<file path="src/ctdm_pkg.sv">
// Shared types, constants and register codes for the cadence to duty mapper.
package ctdm_pkg;

	localparam int TIME_BITS_DEFAULT = 16;
	localparam int CAD_W = 16;
	localparam int DUTY_W = 16;
	localparam int MAG_W = 7;
	localparam int SWITCH_W = 2;
	localparam int CFG_INDEX_W = 3;
	localparam int CFG_DATA_W = 16;
	localparam int QUEUE_DEPTH = 2;

	localparam int DIV_NUM_W = 32;
	localparam int DIV_CNT_W = 6;
	localparam int CAD_SCALE = 60000;
	localparam int CAD_FRAC = 16;
	localparam int CAD_DIVIDEND = CAD_SCALE * CAD_FRAC;
	localparam int CAD_DIVIDEND_W = 20;
	localparam logic [DIV_CNT_W-1:0] CAD_DIV_STEPS = DIV_CNT_W'(CAD_DIVIDEND_W);
	localparam logic [DIV_CNT_W-1:0] INTERP_DIV_STEPS = DIV_CNT_W'(16);
	localparam logic [DIV_NUM_W-1:0] CAD_NUM =
		DIV_NUM_W'(CAD_DIVIDEND) << (DIV_NUM_W - CAD_DIVIDEND_W);

	localparam logic [SWITCH_W-1:0] SW_OFF = 2'd0;
	localparam logic [SWITCH_W-1:0] SW_MID = 2'd1;
	localparam logic [SWITCH_W-1:0] SW_FULL = 2'd2;

	localparam logic [CFG_INDEX_W-1:0] REG_CAD_FLOOR = 3'd0;
	localparam logic [CFG_INDEX_W-1:0] REG_CAD_CEIL = 3'd1;
	localparam logic [CFG_INDEX_W-1:0] REG_DUTY_MIN = 3'd2;
	localparam logic [CFG_INDEX_W-1:0] REG_DUTY_MID = 3'd3;
	localparam logic [CFG_INDEX_W-1:0] REG_DUTY_MAX = 3'd4;
	localparam logic [CFG_INDEX_W-1:0] REG_MAGNET_COUNT = 3'd5;
	localparam logic [CFG_INDEX_W-1:0] REG_SEND_PERIOD = 3'd6;

	localparam logic [CAD_W-1:0] RST_CAD_FLOOR = 16'd320;
	localparam logic [CAD_W-1:0] RST_CAD_CEIL = 16'd1280;
	localparam logic [DUTY_W-1:0] RST_DUTY_MIN = 16'd3277;
	localparam logic [DUTY_W-1:0] RST_DUTY_MID = 16'd16384;
	localparam logic [DUTY_W-1:0] RST_DUTY_MAX = 16'd32768;
	localparam logic [MAG_W-1:0] RST_MAGNET_COUNT = 7'd12;
	localparam logic [15:0] RST_SEND_PERIOD = 16'd50;

	typedef struct packed {
		logic [CAD_W-1:0] cad_floor;
		logic [CAD_W-1:0] cad_ceil;
		logic [DUTY_W-1:0] duty_min;
		logic [DUTY_W-1:0] duty_mid;
		logic [DUTY_W-1:0] duty_max;
		logic [MAG_W-1:0] magnet_count;
		logic [15:0] send_period;
	} cfg_t;

	typedef struct packed {
		logic start;
		logic [DIV_CNT_W-1:0] count;
	} div_ctl_t;

	typedef struct packed {
		logic busy;
		logic done;
	} div_stat_t;

	typedef enum logic [3:0] {
		B_IDLE,
		B_MUL,
		B_CAD,
		B_CWAIT,
		B_EVAL,
		B_MUL2,
		B_IDIV,
		B_IWAIT,
		B_DONE
	} back_state_t;

endpackage

</file>
<file path="src/ctdm_front.sv">
// Front end: ages edge and send timers per tick and emits one job per tick.
module ctdm_front #(
	parameter int TIME_BITS = ctdm_pkg::TIME_BITS_DEFAULT
) (
	input  logic clk,
	input  logic arst_n,
	input  logic accept,
	input  logic pas_edge,
	input  logic [ctdm_pkg::SWITCH_W-1:0] switch_pos,
	input  logic [15:0] send_period,
	output logic [TIME_BITS-1:0] job_interval,
	output logic [ctdm_pkg::SWITCH_W-1:0] job_switch,
	output logic job_strobe
);

	localparam int CMP_W = (TIME_BITS > 16) ? TIME_BITS : 16;
	localparam logic [TIME_BITS-1:0] AGE_MAX = '1;

	logic [TIME_BITS-1:0] edge_age_q;
	logic [TIME_BITS-1:0] interval_q;
	logic [TIME_BITS-1:0] send_age_q;
	logic [TIME_BITS-1:0] age_inc;
	logic [TIME_BITS-1:0] age_edge;
	logic [TIME_BITS-1:0] interval_edge;
	logic [TIME_BITS-1:0] interval_next;
	logic [TIME_BITS-1:0] send_inc;
	logic [TIME_BITS-1:0] send_next;
	logic strobe;

	always_comb begin
		age_inc = (edge_age_q == AGE_MAX) ? AGE_MAX : edge_age_q + TIME_BITS'(1);
		age_edge = pas_edge ? '0 : age_inc;
		interval_edge = pas_edge ? age_inc : interval_q;
		// stale age stretches the interval so cadence decays
		interval_next = (age_edge > interval_edge) ? age_edge : interval_edge;
		send_inc = (send_age_q == AGE_MAX) ? AGE_MAX : send_age_q + TIME_BITS'(1);
		strobe = CMP_W'(send_inc) > CMP_W'(send_period);
		send_next = strobe ? '0 : send_inc;
	end

	always_ff @(posedge clk or negedge arst_n) begin
		if (!arst_n) begin
			edge_age_q <= AGE_MAX;
			interval_q <= '0;
			send_age_q <= '0;
		end else if (accept) begin
			edge_age_q <= age_edge;
			interval_q <= interval_next;
			send_age_q <= send_next;
		end
	end

	assign job_interval = interval_next;
	assign job_switch = switch_pos;
	assign job_strobe = strobe;

endmodule

</file>
<file path="src/ctdm_queue.sv">
// Short job queue between the front and back ends.
module ctdm_queue #(
	parameter int WIDTH = 8
) (
	input  logic clk,
	input  logic arst_n,
	input  logic push,
	input  logic [WIDTH-1:0] wr_data,
	output logic full,
	input  logic pop,
	output logic [WIDTH-1:0] rd_data,
	output logic empty
);

	localparam int DEPTH = ctdm_pkg::QUEUE_DEPTH;
	localparam int PTR_W = (DEPTH > 1) ? $clog2(DEPTH) : 1;
	localparam int CNT_W = $clog2(DEPTH + 1);
	localparam logic [PTR_W-1:0] PTR_LAST = PTR_W'(DEPTH - 1);

	logic [WIDTH-1:0] mem_q [DEPTH];
	logic [PTR_W-1:0] wr_ptr_q;
	logic [PTR_W-1:0] rd_ptr_q;
	logic [CNT_W-1:0] count_q;
	logic do_push;
	logic do_pop;

	assign full = (count_q == CNT_W'(DEPTH));
	assign empty = (count_q == '0);
	assign do_push = push && !full;
	assign do_pop = pop && !empty;
	assign rd_data = mem_q[rd_ptr_q];

	always_ff @(posedge clk or negedge arst_n) begin
		if (!arst_n) begin
			wr_ptr_q <= '0;
			rd_ptr_q <= '0;
			count_q <= '0;
		end else begin
			if (do_push) begin
				wr_ptr_q <= (wr_ptr_q == PTR_LAST) ? '0 : wr_ptr_q + PTR_W'(1);
			end
			if (do_pop) begin
				rd_ptr_q <= (rd_ptr_q == PTR_LAST) ? '0 : rd_ptr_q + PTR_W'(1);
			end
			if (do_push && !do_pop) begin
				count_q <= count_q + CNT_W'(1);
			end else if (do_pop && !do_push) begin
				count_q <= count_q - CNT_W'(1);
			end
		end
	end

	always_ff @(posedge clk) begin
		if (do_push) begin
			mem_q[wr_ptr_q] <= wr_data;
		end
	end

endmodule

</file>
<file path="src/ctdm_divider.sv">
// Restoring divider, one quotient bit per cycle, shared by both divisions.
module ctdm_divider #(
	parameter int DEN_W = 23
) (
	input  logic clk,
	input  logic arst_n,
	input  ctdm_pkg::div_ctl_t ctl,
	input  logic [DEN_W-1:0] rem_init,
	input  logic [ctdm_pkg::DIV_NUM_W-1:0] num,
	input  logic [DEN_W-1:0] den,
	output ctdm_pkg::div_stat_t stat,
	output logic [ctdm_pkg::DIV_NUM_W-1:0] quo
);

	localparam int NW = ctdm_pkg::DIV_NUM_W;
	localparam int CW = ctdm_pkg::DIV_CNT_W;

	logic busy_q;
	logic done_q;
	logic [CW-1:0] cnt_q;
	logic [DEN_W-1:0] rem_q;
	logic [DEN_W-1:0] den_q;
	logic [NW-1:0] num_q;
	logic [NW-1:0] quo_q;
	logic [DEN_W:0] trial;
	logic [DEN_W:0] diff;
	logic fits;
	logic [DEN_W-1:0] rem_next;

	always_comb begin
		trial = {rem_q, num_q[NW-1]};
		diff = trial - {1'b0, den_q};
		fits = trial >= {1'b0, den_q};
		rem_next = fits ? diff[DEN_W-1:0] : trial[DEN_W-1:0];
	end

	always_ff @(posedge clk or negedge arst_n) begin
		if (!arst_n) begin
			busy_q <= 1'b0;
			done_q <= 1'b0;
			cnt_q <= '0;
		end else begin
			done_q <= 1'b0;
			if (ctl.start) begin
				busy_q <= 1'b1;
				cnt_q <= ctl.count;
			end else if (busy_q) begin
				cnt_q <= cnt_q - CW'(1);
				if (cnt_q == CW'(1)) begin
					busy_q <= 1'b0;
					done_q <= 1'b1;
				end
			end
		end
	end

	always_ff @(posedge clk) begin
		if (ctl.start) begin
			rem_q <= rem_init;
			den_q <= den;
			num_q <= num;
			quo_q <= '0;
		end else if (busy_q) begin
			rem_q <= rem_next;
			num_q <= {num_q[NW-2:0], 1'b0};
			quo_q <= {quo_q[NW-2:0], fits};
		end
	end

	assign stat.busy = busy_q;
	assign stat.done = done_q;
	assign quo = quo_q;

endmodule

</file>
<file path="src/ctdm_back.sv">
// Back end: cadence division, duty interpolation and the result register.
module ctdm_back #(
	parameter int TIME_BITS = ctdm_pkg::TIME_BITS_DEFAULT
) (
	input  logic clk,
	input  logic arst_n,
	input  ctdm_pkg::cfg_t cfg,
	input  logic q_empty,
	input  logic [TIME_BITS-1:0] q_interval,
	input  logic [ctdm_pkg::SWITCH_W-1:0] q_switch,
	input  logic q_strobe,
	output logic q_pop,
	input  logic pop,
	output logic empty,
	output logic [ctdm_pkg::DUTY_W-1:0] duty,
	output logic [ctdm_pkg::CAD_W-1:0] cadence,
	output logic send_strobe,
	output logic command_kind
);

	localparam int PROD_W = TIME_BITS + ctdm_pkg::MAG_W;
	localparam int DEN_W = (PROD_W > ctdm_pkg::CAD_W) ? PROD_W : ctdm_pkg::CAD_W;
	localparam int NW = ctdm_pkg::DIV_NUM_W;
	localparam int DW = ctdm_pkg::DUTY_W;
	localparam int CADW = ctdm_pkg::CAD_W;

	ctdm_pkg::back_state_t state_q;
	ctdm_pkg::back_state_t state_d;

	logic [TIME_BITS-1:0] job_interval_q;
	logic [ctdm_pkg::SWITCH_W-1:0] job_switch_q;
	logic job_strobe_q;
	logic [DEN_W-1:0] mul_q;
	logic [CADW-1:0] cad_q;
	logic [CADW-1:0] cdiff_q;
	logic [DW-1:0] tmag_q;
	logic tneg_q;
	logic [CADW-1:0] span_q;
	logic [NW-1:0] prod_q;
	logic [DW-1:0] duty_work_q;

	logic res_valid_q;
	logic [DW-1:0] res_duty_q;
	logic [CADW-1:0] res_cad_q;
	logic res_strobe_q;
	logic res_kind_q;

	ctdm_pkg::div_ctl_t div_ctl;
	ctdm_pkg::div_stat_t div_stat;
	logic [DEN_W-1:0] div_rem_init;
	logic [NW-1:0] div_num;
	logic [DEN_W-1:0] div_den;
	logic [NW-1:0] div_quo;

	logic sw_on;
	logic [DW-1:0] target;
	logic cad_above;
	logic cad_below;
	logic span_zero;
	logic [DW+1:0] interp_sum;
	logic [DW-1:0] interp_duty;
	logic out_free;
	logic load_job;
	logic load_result;

	always_comb begin
		sw_on = (job_switch_q == ctdm_pkg::SW_MID) || (job_switch_q == ctdm_pkg::SW_FULL);
		target = (job_switch_q == ctdm_pkg::SW_FULL) ? cfg.duty_max : cfg.duty_mid;
		cad_above = cad_q > cfg.cad_ceil;
		cad_below = cad_q < cfg.cad_floor;
		span_zero = cfg.cad_ceil == cfg.cad_floor;
		interp_sum = tneg_q ? {2'b00, cfg.duty_min} - {2'b00, div_quo[DW-1:0]}
			: {2'b00, cfg.duty_min} + {2'b00, div_quo[DW-1:0]};
		// clamp to 0..65535
		if (interp_sum[DW+1]) begin
			interp_duty = '0;
		end else if (interp_sum[DW]) begin
			interp_duty = '1;
		end else begin
			interp_duty = interp_sum[DW-1:0];
		end
		out_free = !res_valid_q || pop;
	end

	// next state
	always_comb begin
		state_d = state_q;
		unique case (state_q)
			ctdm_pkg::B_IDLE: begin
				if (!q_empty) state_d = ctdm_pkg::B_MUL;
			end
			ctdm_pkg::B_MUL: state_d = ctdm_pkg::B_CAD;
			ctdm_pkg::B_CAD: begin
				state_d = (mul_q == '0) ? ctdm_pkg::B_EVAL : ctdm_pkg::B_CWAIT;
			end
			ctdm_pkg::B_CWAIT: begin
				if (div_stat.done) state_d = ctdm_pkg::B_EVAL;
			end
			ctdm_pkg::B_EVAL: begin
				priority if (!sw_on || cad_above || cad_below || span_zero) begin
					state_d = ctdm_pkg::B_DONE;
				end else begin
					state_d = ctdm_pkg::B_MUL2;
				end
			end
			ctdm_pkg::B_MUL2: state_d = ctdm_pkg::B_IDIV;
			ctdm_pkg::B_IDIV: state_d = ctdm_pkg::B_IWAIT;
			ctdm_pkg::B_IWAIT: begin
				if (div_stat.done) state_d = ctdm_pkg::B_DONE;
			end
			ctdm_pkg::B_DONE: begin
				if (out_free) state_d = ctdm_pkg::B_IDLE;
			end
			default: state_d = ctdm_pkg::B_IDLE;
		endcase
	end

	// state outputs
	always_comb begin
		load_job = 1'b0;
		load_result = 1'b0;
		div_ctl.start = 1'b0;
		div_ctl.count = ctdm_pkg::CAD_DIV_STEPS;
		div_rem_init = '0;
		div_num = ctdm_pkg::CAD_NUM;
		div_den = mul_q;
		unique case (state_q)
			ctdm_pkg::B_IDLE: load_job = !q_empty;
			ctdm_pkg::B_CAD: div_ctl.start = (mul_q != '0);
			ctdm_pkg::B_IDIV: begin
				div_ctl.start = 1'b1;
				div_ctl.count = ctdm_pkg::INTERP_DIV_STEPS;
				div_rem_init = DEN_W'(prod_q[NW-1:NW/2]);
				div_num = {prod_q[NW/2-1:0], {(NW/2){1'b0}}};
				div_den = DEN_W'(span_q);
			end
			ctdm_pkg::B_DONE: load_result = out_free;
			default: begin
			end
		endcase
	end

	assign q_pop = load_job;

	ctdm_divider #(
		.DEN_W(DEN_W)
	) u_divider (
		.clk(clk),
		.arst_n(arst_n),
		.ctl(div_ctl),
		.rem_init(div_rem_init),
		.num(div_num),
		.den(div_den),
		.stat(div_stat),
		.quo(div_quo)
	);

	always_ff @(posedge clk or negedge arst_n) begin
		if (!arst_n) begin
			state_q <= ctdm_pkg::B_IDLE;
			res_valid_q <= 1'b0;
		end else begin
			state_q <= state_d;
			if (load_result) begin
				res_valid_q <= 1'b1;
			end else if (pop) begin
				res_valid_q <= 1'b0;
			end
		end
	end

	always_ff @(posedge clk) begin
		if (load_job) begin
			job_interval_q <= q_interval;
			job_switch_q <= q_switch;
			job_strobe_q <= q_strobe;
		end
		if (state_q == ctdm_pkg::B_MUL) begin
			mul_q <= DEN_W'(PROD_W'(job_interval_q) * PROD_W'(cfg.magnet_count));
		end
		if (state_q == ctdm_pkg::B_CAD && mul_q == '0) begin
			cad_q <= '0;
		end
		if (state_q == ctdm_pkg::B_CWAIT && div_stat.done) begin
			// saturate the quotient to the cadence width
			cad_q <= (|div_quo[NW-1:CADW]) ? '1 : div_quo[CADW-1:0];
		end
		if (state_q == ctdm_pkg::B_EVAL) begin
			// above the ceiling wins over below the floor when the limits cross
			priority if (!sw_on) begin
				duty_work_q <= '0;
			end else if (cad_above) begin
				duty_work_q <= target;
			end else if (cad_below) begin
				duty_work_q <= '0;
			end else begin
				duty_work_q <= cfg.duty_min;
			end
			cdiff_q <= cad_q - cfg.cad_floor;
			span_q <= cfg.cad_ceil - cfg.cad_floor;
			tneg_q <= target < cfg.duty_min;
			tmag_q <= (target < cfg.duty_min) ? cfg.duty_min - target
				: target - cfg.duty_min;
		end
		if (state_q == ctdm_pkg::B_MUL2) begin
			prod_q <= NW'(cdiff_q) * NW'(tmag_q);
		end
		if (state_q == ctdm_pkg::B_IWAIT && div_stat.done) begin
			duty_work_q <= interp_duty;
		end
		if (load_result) begin
			res_duty_q <= duty_work_q;
			res_cad_q <= cad_q;
			res_strobe_q <= job_strobe_q;
			res_kind_q <= (duty_work_q != '0);
		end
	end

	assign empty = !res_valid_q;
	assign duty = res_duty_q;
	assign cadence = res_cad_q;
	assign send_strobe = res_strobe_q;
	assign command_kind = res_kind_q;

`ifndef SYNTH
	a_div_busy_in_wait: assert property (@(posedge clk) disable iff (!arst_n)
		div_stat.busy |-> (state_q == ctdm_pkg::B_CWAIT || state_q == ctdm_pkg::B_IWAIT))
		else $error("divider busy outside a wait state");
	a_kind_matches_duty: assert property (@(posedge clk) disable iff (!arst_n)
		res_valid_q |-> (res_kind_q == (res_duty_q != '0)))
		else $error("command kind does not match duty");
	a_done_fills_result: assert property (@(posedge clk) disable iff (!arst_n)
		(state_q == ctdm_pkg::B_DONE && !res_valid_q) |=> res_valid_q)
		else $error("finished job not moved to result register");
	a_pop_only_idle: assert property (@(posedge clk) disable iff (!arst_n)
		q_pop |-> (state_q == ctdm_pkg::B_IDLE && !q_empty))
		else $error("job taken while back end busy");
`endif

endmodule

</file>
<file path="src/cadence_to_throttle_duty_mapper.sv">
// Top level: configuration registers, front end, job queue and back end.
// A job passes the queue and the back end states B_IDLE, B_MUL, B_CAD, B_CWAIT,
// B_EVAL, then B_MUL2, B_IDIV and B_IWAIT if it interpolates, and B_DONE.
// A zero interval or magnet count skips B_CWAIT. The back end takes a new job only
// once the last is in the result register; divider steps: 20 cadence, 16 interp.
// Reset (arst_n low, asynchronous): registers take defaults, edge age saturates,
// interval and send age clear, queue and result register empty.
module cadence_to_throttle_duty_mapper #(
	parameter int TIME_BITS = ctdm_pkg::TIME_BITS_DEFAULT
) (
	input  logic clk,
	input  logic arst_n,
	input  logic push,
	output logic full,
	input  logic pas_edge,
	input  logic [ctdm_pkg::SWITCH_W-1:0] switch_pos,
	output logic empty,
	input  logic pop,
	output logic [ctdm_pkg::DUTY_W-1:0] duty,
	output logic [ctdm_pkg::CAD_W-1:0] cadence,
	output logic send_strobe,
	output logic command_kind,
	input  logic cfg_valid,
	output logic cfg_ready,
	input  logic [ctdm_pkg::CFG_INDEX_W-1:0] cfg_index,
	input  logic [ctdm_pkg::CFG_DATA_W-1:0] cfg_data
);

	localparam int JOB_W = TIME_BITS + ctdm_pkg::SWITCH_W + 1;

	ctdm_pkg::cfg_t cfg_q;
	logic q_full;
	logic q_empty;
	logic q_pop;
	logic accept;
	logic [TIME_BITS-1:0] job_interval;
	logic [ctdm_pkg::SWITCH_W-1:0] job_switch;
	logic job_strobe;
	logic [JOB_W-1:0] q_wr_data;
	logic [JOB_W-1:0] q_rd_data;

	assign cfg_ready = 1'b1;
	assign full = q_full;
	assign accept = push && !q_full;

	always_ff @(posedge clk or negedge arst_n) begin
		if (!arst_n) begin
			cfg_q.cad_floor <= ctdm_pkg::RST_CAD_FLOOR;
			cfg_q.cad_ceil <= ctdm_pkg::RST_CAD_CEIL;
			cfg_q.duty_min <= ctdm_pkg::RST_DUTY_MIN;
			cfg_q.duty_mid <= ctdm_pkg::RST_DUTY_MID;
			cfg_q.duty_max <= ctdm_pkg::RST_DUTY_MAX;
			cfg_q.magnet_count <= ctdm_pkg::RST_MAGNET_COUNT;
			cfg_q.send_period <= ctdm_pkg::RST_SEND_PERIOD;
		end else if (cfg_valid && cfg_ready) begin
			unique case (cfg_index)
				ctdm_pkg::REG_CAD_FLOOR: cfg_q.cad_floor <= cfg_data;
				ctdm_pkg::REG_CAD_CEIL: cfg_q.cad_ceil <= cfg_data;
				ctdm_pkg::REG_DUTY_MIN: cfg_q.duty_min <= cfg_data;
				ctdm_pkg::REG_DUTY_MID: cfg_q.duty_mid <= cfg_data;
				ctdm_pkg::REG_DUTY_MAX: cfg_q.duty_max <= cfg_data;
				ctdm_pkg::REG_MAGNET_COUNT: cfg_q.magnet_count <= cfg_data[ctdm_pkg::MAG_W-1:0];
				ctdm_pkg::REG_SEND_PERIOD: cfg_q.send_period <= cfg_data;
				default: begin
				end
			endcase
		end
	end

	ctdm_front #(
		.TIME_BITS(TIME_BITS)
	) u_front (
		.clk(clk),
		.arst_n(arst_n),
		.accept(accept),
		.pas_edge(pas_edge),
		.switch_pos(switch_pos),
		.send_period(cfg_q.send_period),
		.job_interval(job_interval),
		.job_switch(job_switch),
		.job_strobe(job_strobe)
	);

	assign q_wr_data = {job_interval, job_switch, job_strobe};

	ctdm_queue #(
		.WIDTH(JOB_W)
	) u_queue (
		.clk(clk),
		.arst_n(arst_n),
		.push(push),
		.wr_data(q_wr_data),
		.full(q_full),
		.pop(q_pop),
		.rd_data(q_rd_data),
		.empty(q_empty)
	);

	ctdm_back #(
		.TIME_BITS(TIME_BITS)
	) u_back (
		.clk(clk),
		.arst_n(arst_n),
		.cfg(cfg_q),
		.q_empty(q_empty),
		.q_interval(q_rd_data[JOB_W-1 -: TIME_BITS]),
		.q_switch(q_rd_data[ctdm_pkg::SWITCH_W:1]),
		.q_strobe(q_rd_data[0]),
		.q_pop(q_pop),
		.pop(pop),
		.empty(empty),
		.duty(duty),
		.cadence(cadence),
		.send_strobe(send_strobe),
		.command_kind(command_kind)
	);

endmodule
</file>
<file path="config.mk">
export PLATFORM = sky130hd
export DESIGN_NAME = cadence_to_throttle_duty_mapper
export DESIGN_NICKNAME = d
export VERILOG_FILES = /design/src/ctdm_pkg.sv /design/src/ctdm_front.sv /design/src/ctdm_queue.sv /design/src/ctdm_divider.sv /design/src/ctdm_back.sv /design/src/cadence_to_throttle_duty_mapper.sv
export SDC_FILE = /design/constraint.sdc
export NUM_CORES = 2
export LEC_CHECK = 0
export BUFFER_PORTS_ARGS = -buffer_cell sky130_fd_sc_hd__buf_2
export CAP_MARGIN = 5
export CELL_PAD_IN_SITES_DETAIL_PLACEMENT = 1
export CELL_PAD_IN_SITES_GLOBAL_PLACEMENT = 1
export CORE_MARGIN = 4
export CORE_UTILIZATION = 30
export CTS_CLUSTER_DIAMETER = 80
export DETAILED_ROUTE_END_ITERATION = 8
export PLACE_DENSITY = 0.62
export SYNTH_ARGS = -nofsm -noshare
export SYNTH_HDL_FRONTEND = slang
export SYNTH_SLANG_ARGS = --single-unit
</file>
<file path="constraint.sdc">
create_clock -name clk -period 8.6 [get_ports clk]
set_input_delay 1.72 -clock clk [delete_from_list [all_inputs] [get_ports clk]]
set_output_delay 1.72 -clock clk [all_outputs]
set_load 0.02 [all_outputs]
</file>
==> run summary <==
Root buffer cell - clkbuf_16
Period Utilization, post-route - 77.9%
Leakage power total - 0.0186 uW
Hold Path Class - register to register
Initial antenna violation count - 9
Drt first pass iters - 5
CTS sink cnt - 489
Mapped Nets - 4,443
Commonest non-fill, non-tap cells in the layout - 473 x nand2_1, 463 x inv_1, 316 x ha_1
Commonest non-fill, non-tap cell in the layout - nand2_1
Remaining Overflow, GRT - 0
Post-CTS setup buffer count - 0
FF-to-FF setup slack - 1.90 ns
Sum of negative setup slack - 0 ns
Via/cell ratio - 4.96
Async set-reset flop share out of synthesis - 34.4%
Largest family of logic cells by synthesized area - adder cells
Max cap viols - 0
Input/output buffers - 62
Hold path startpoint - u_back.duty_work_q[13]
Worst slew pin tran - 1.22 ns
Mux share of post-synthesis cell area - 4.10%
Antenna Nets Post-Route - 0
RSZ-0062 raised after global routing - no
Die Ht - 364 um
Num rows - 130
Synth Flop Type - edfxtp_1
FMAX - 149 MHz
Tmin final - 6.70 ns
Top cell type by total area after synthesis - edfxtp_1
Detailed Route Iter0 Violations - 1,550
First-pass GRT wire length - 171,000 um
WP data required - 8.99 ns
Status - completed
Hold Crit Depth - 0
Final Hold Fails - 0
Clock skew - 0.0477 ns
Core Box Area - 0.126 mm2
Vias - 27,400
Critical path peak fanout - 16
Nets - 4,440
Netlist cell types - 91
Die ar. - 0.132 mm2
CTS tree - yes
Reg2reg path depth - 22
Mean Syn Cell Area - 9.92 um2
H-Tree Depth - 2
Flops & latches, synth - 489
Number of global-route vias before repair - 29,500
Post-synthesis adder-cell area fraction - 24.6%
Pins over their slew limit - 0
Crit Path Class - register to register
Placer Congestion - 0.831
Cts hold-fix bufs - 0
Die extent in x - 364 um
Synth Area in Compound Gates - 11.2%
# resized after CTS - 0
Cells after Synth - 3,830
Clock transition at path regs - 0.06 ns
I/O Pins - 64
Mapped Area - 0.0380 mm2
Critical Path AT - 7.09 ns
Peak VDD IR - 283 uV
Final wirelength - 107,000 um
Area Overhead vs Synth - 10.8%
Ys Warns - 0
Global-route usage over all layers - 16.3%
Crit. End Element - register
Post-DP HPWL - 81,300 um
Longest Clk Path Bufs - 3
Cts bufs inserted - 58
# setup viols final - 0
Power per cell area - 366 mW/mm2
Startpoint types - register
Wire per inst - 19.3 um
Share of layout cells above drive strength 1 - 9.23%
Worst slack, placed - 1.93 ns
Synth Area in Simple Gates - 14.9%
Final worst slack - 1.90 ns
Rel. slew slack - 18.2%
Xor and xnor area share after synthesis - 3.16%
Critical R2R Launch - u_back.tmag_q[7]
Post-synth EDFFs - 289
Initial Util - 30.2%
Hold path endpoint - u_back.duty[13]
Register area share after synthesis - 35.7%
Largest net degree at the start of global routing - 72
Ranking of synthesized cells by area - edfxtp_1 23%, fa_1 14%, ha_1 10%
Worst-skew pair later-pin latency - 0.67 ns
Worst r2r dst - u_back.prod_q[29]
# DRC - 0
Synth top area share - 22.8%
[state kept, by name (all words and copies together) (netlist names), 23 cells and up]
signal,cells
u_back.mul_q,23
cfg_q,103
u_queue.mem_q,38
u_back.u_divider.rem_q,23
u_back.prod_q,32
u_back.u_divider.quo,32
u_back.u_divider.den_q,23
[cell families (layout without fill, tap and decap cells)]
| logic type | Yosys count | after routing |
|---|---|---|
| xor+xnor | 137 | 137 |
| compound gates | 644 | 644 |
| mux | 144 | 144 |
| flops | 489 | 489 |
| simple gates | 1203 | 1203 |
| buf+inv | 626 | 673 |
| fa+ha+maj | 586 | 586 |
| other cells | 1 | 3 |
[how the worst max path moves through the flow]
stage,startpoint,endpoint,slack (ns),cells past startpoint
3_3_place_gp,u_back.cdiff_q[6],u_back.prod_q[29],1.99,20
3_5_place_dp,u_back.cdiff_q[9],u_back.prod_q[29],1.93,19
4_1_cts,u_back.cdiff_q[6],u_back.prod_q[29],1.91,20
2_1_floorplan,u_back.tmag_q[4],u_back.prod_q[29],2.48,22
6_report,u_back.tmag_q[7],u_back.prod_q[29],1.90,22
5_1_grt,u_back.cdiff_q[6],u_back.prod_q[28],1.48,22
[layer usage]
metal | routed length, um | vias up | global-route usage, %
li1 | - | 13000 | -
met1 | 50800 | 14000 | 22.7
met2 | 50000 | 356 | 27.1
met3 | 3620 | 110 | 2.08
met4 | 2290 | 2 | 3.84
met5 | 12 | - | 0
[cell usage after synthesis, types with 56 or more instances]
master	count
ha_1	316
inv_1	465
clkbuf_1	132
o21ai_0	130
fa_1	270
and2_1	166
nor2_1	215
mux2_2	94
dfrtp_1	134
xnor2_1	81
nand3_1	89
edfxtp_1	289
xor2_1	56
nand2_1	475
a21oi_1	168
[critical path, stage by stage (launching register included)]
cell	delay, ns
edfxtp_1	0.81
nand2_1	0.17
fa_1	0.56
inv_1	0.06
fa_1	0.50
inv_1	0.06
fa_1	0.52
inv_1	0.05
fa_1	0.45
fa_1	0.50
inv_1	0.05
fa_1	0.47
inv_1	0.04
ha_1	0.35
a21o_1	0.19
a21oi_1	0.23
o21ai_0	0.20
nand3_2	0.14
o311ai_4	0.13
or4_1	0.48
a31oi_2	0.24
o21ai_1	0.11
xor2_1	0.15
[area by class of cell]
type                    count  area (um2)
repair buffers             86         497
diodes                      2        5.00
multi-input cells        2715       22100
flip-flops and latches    489       13600
fillers                 14300       83700
inverters                 477        1790
well taps                1650        2060
clock inverters            38         457
clock buffers              72        1560
[report_power, final]
part / internal, uW / leakage (uW) / switching (uW)
Combinational: 3610 / 0.0126 / 5250
Sequential: 3480 / 0.00502 / 452
Clock: 1540 / 0.000980 / 1060
[stage by stage]
stage	hold slack, ns	util, %	std cells	power, uW	cell area (um2)
finish	0.457	33.5	5529	15400	42100
global route	0.467	33.5	5529	17000	42100
CTS	0.454	33.5	5527	15600	42100
detailed placement	0.422	31.9	5417	12900	40100
global placement	0.441	31.9	5417	12700	40100
floorplan	0.400	-	3830	10500	38000
(Power assumes the default switching activity.)
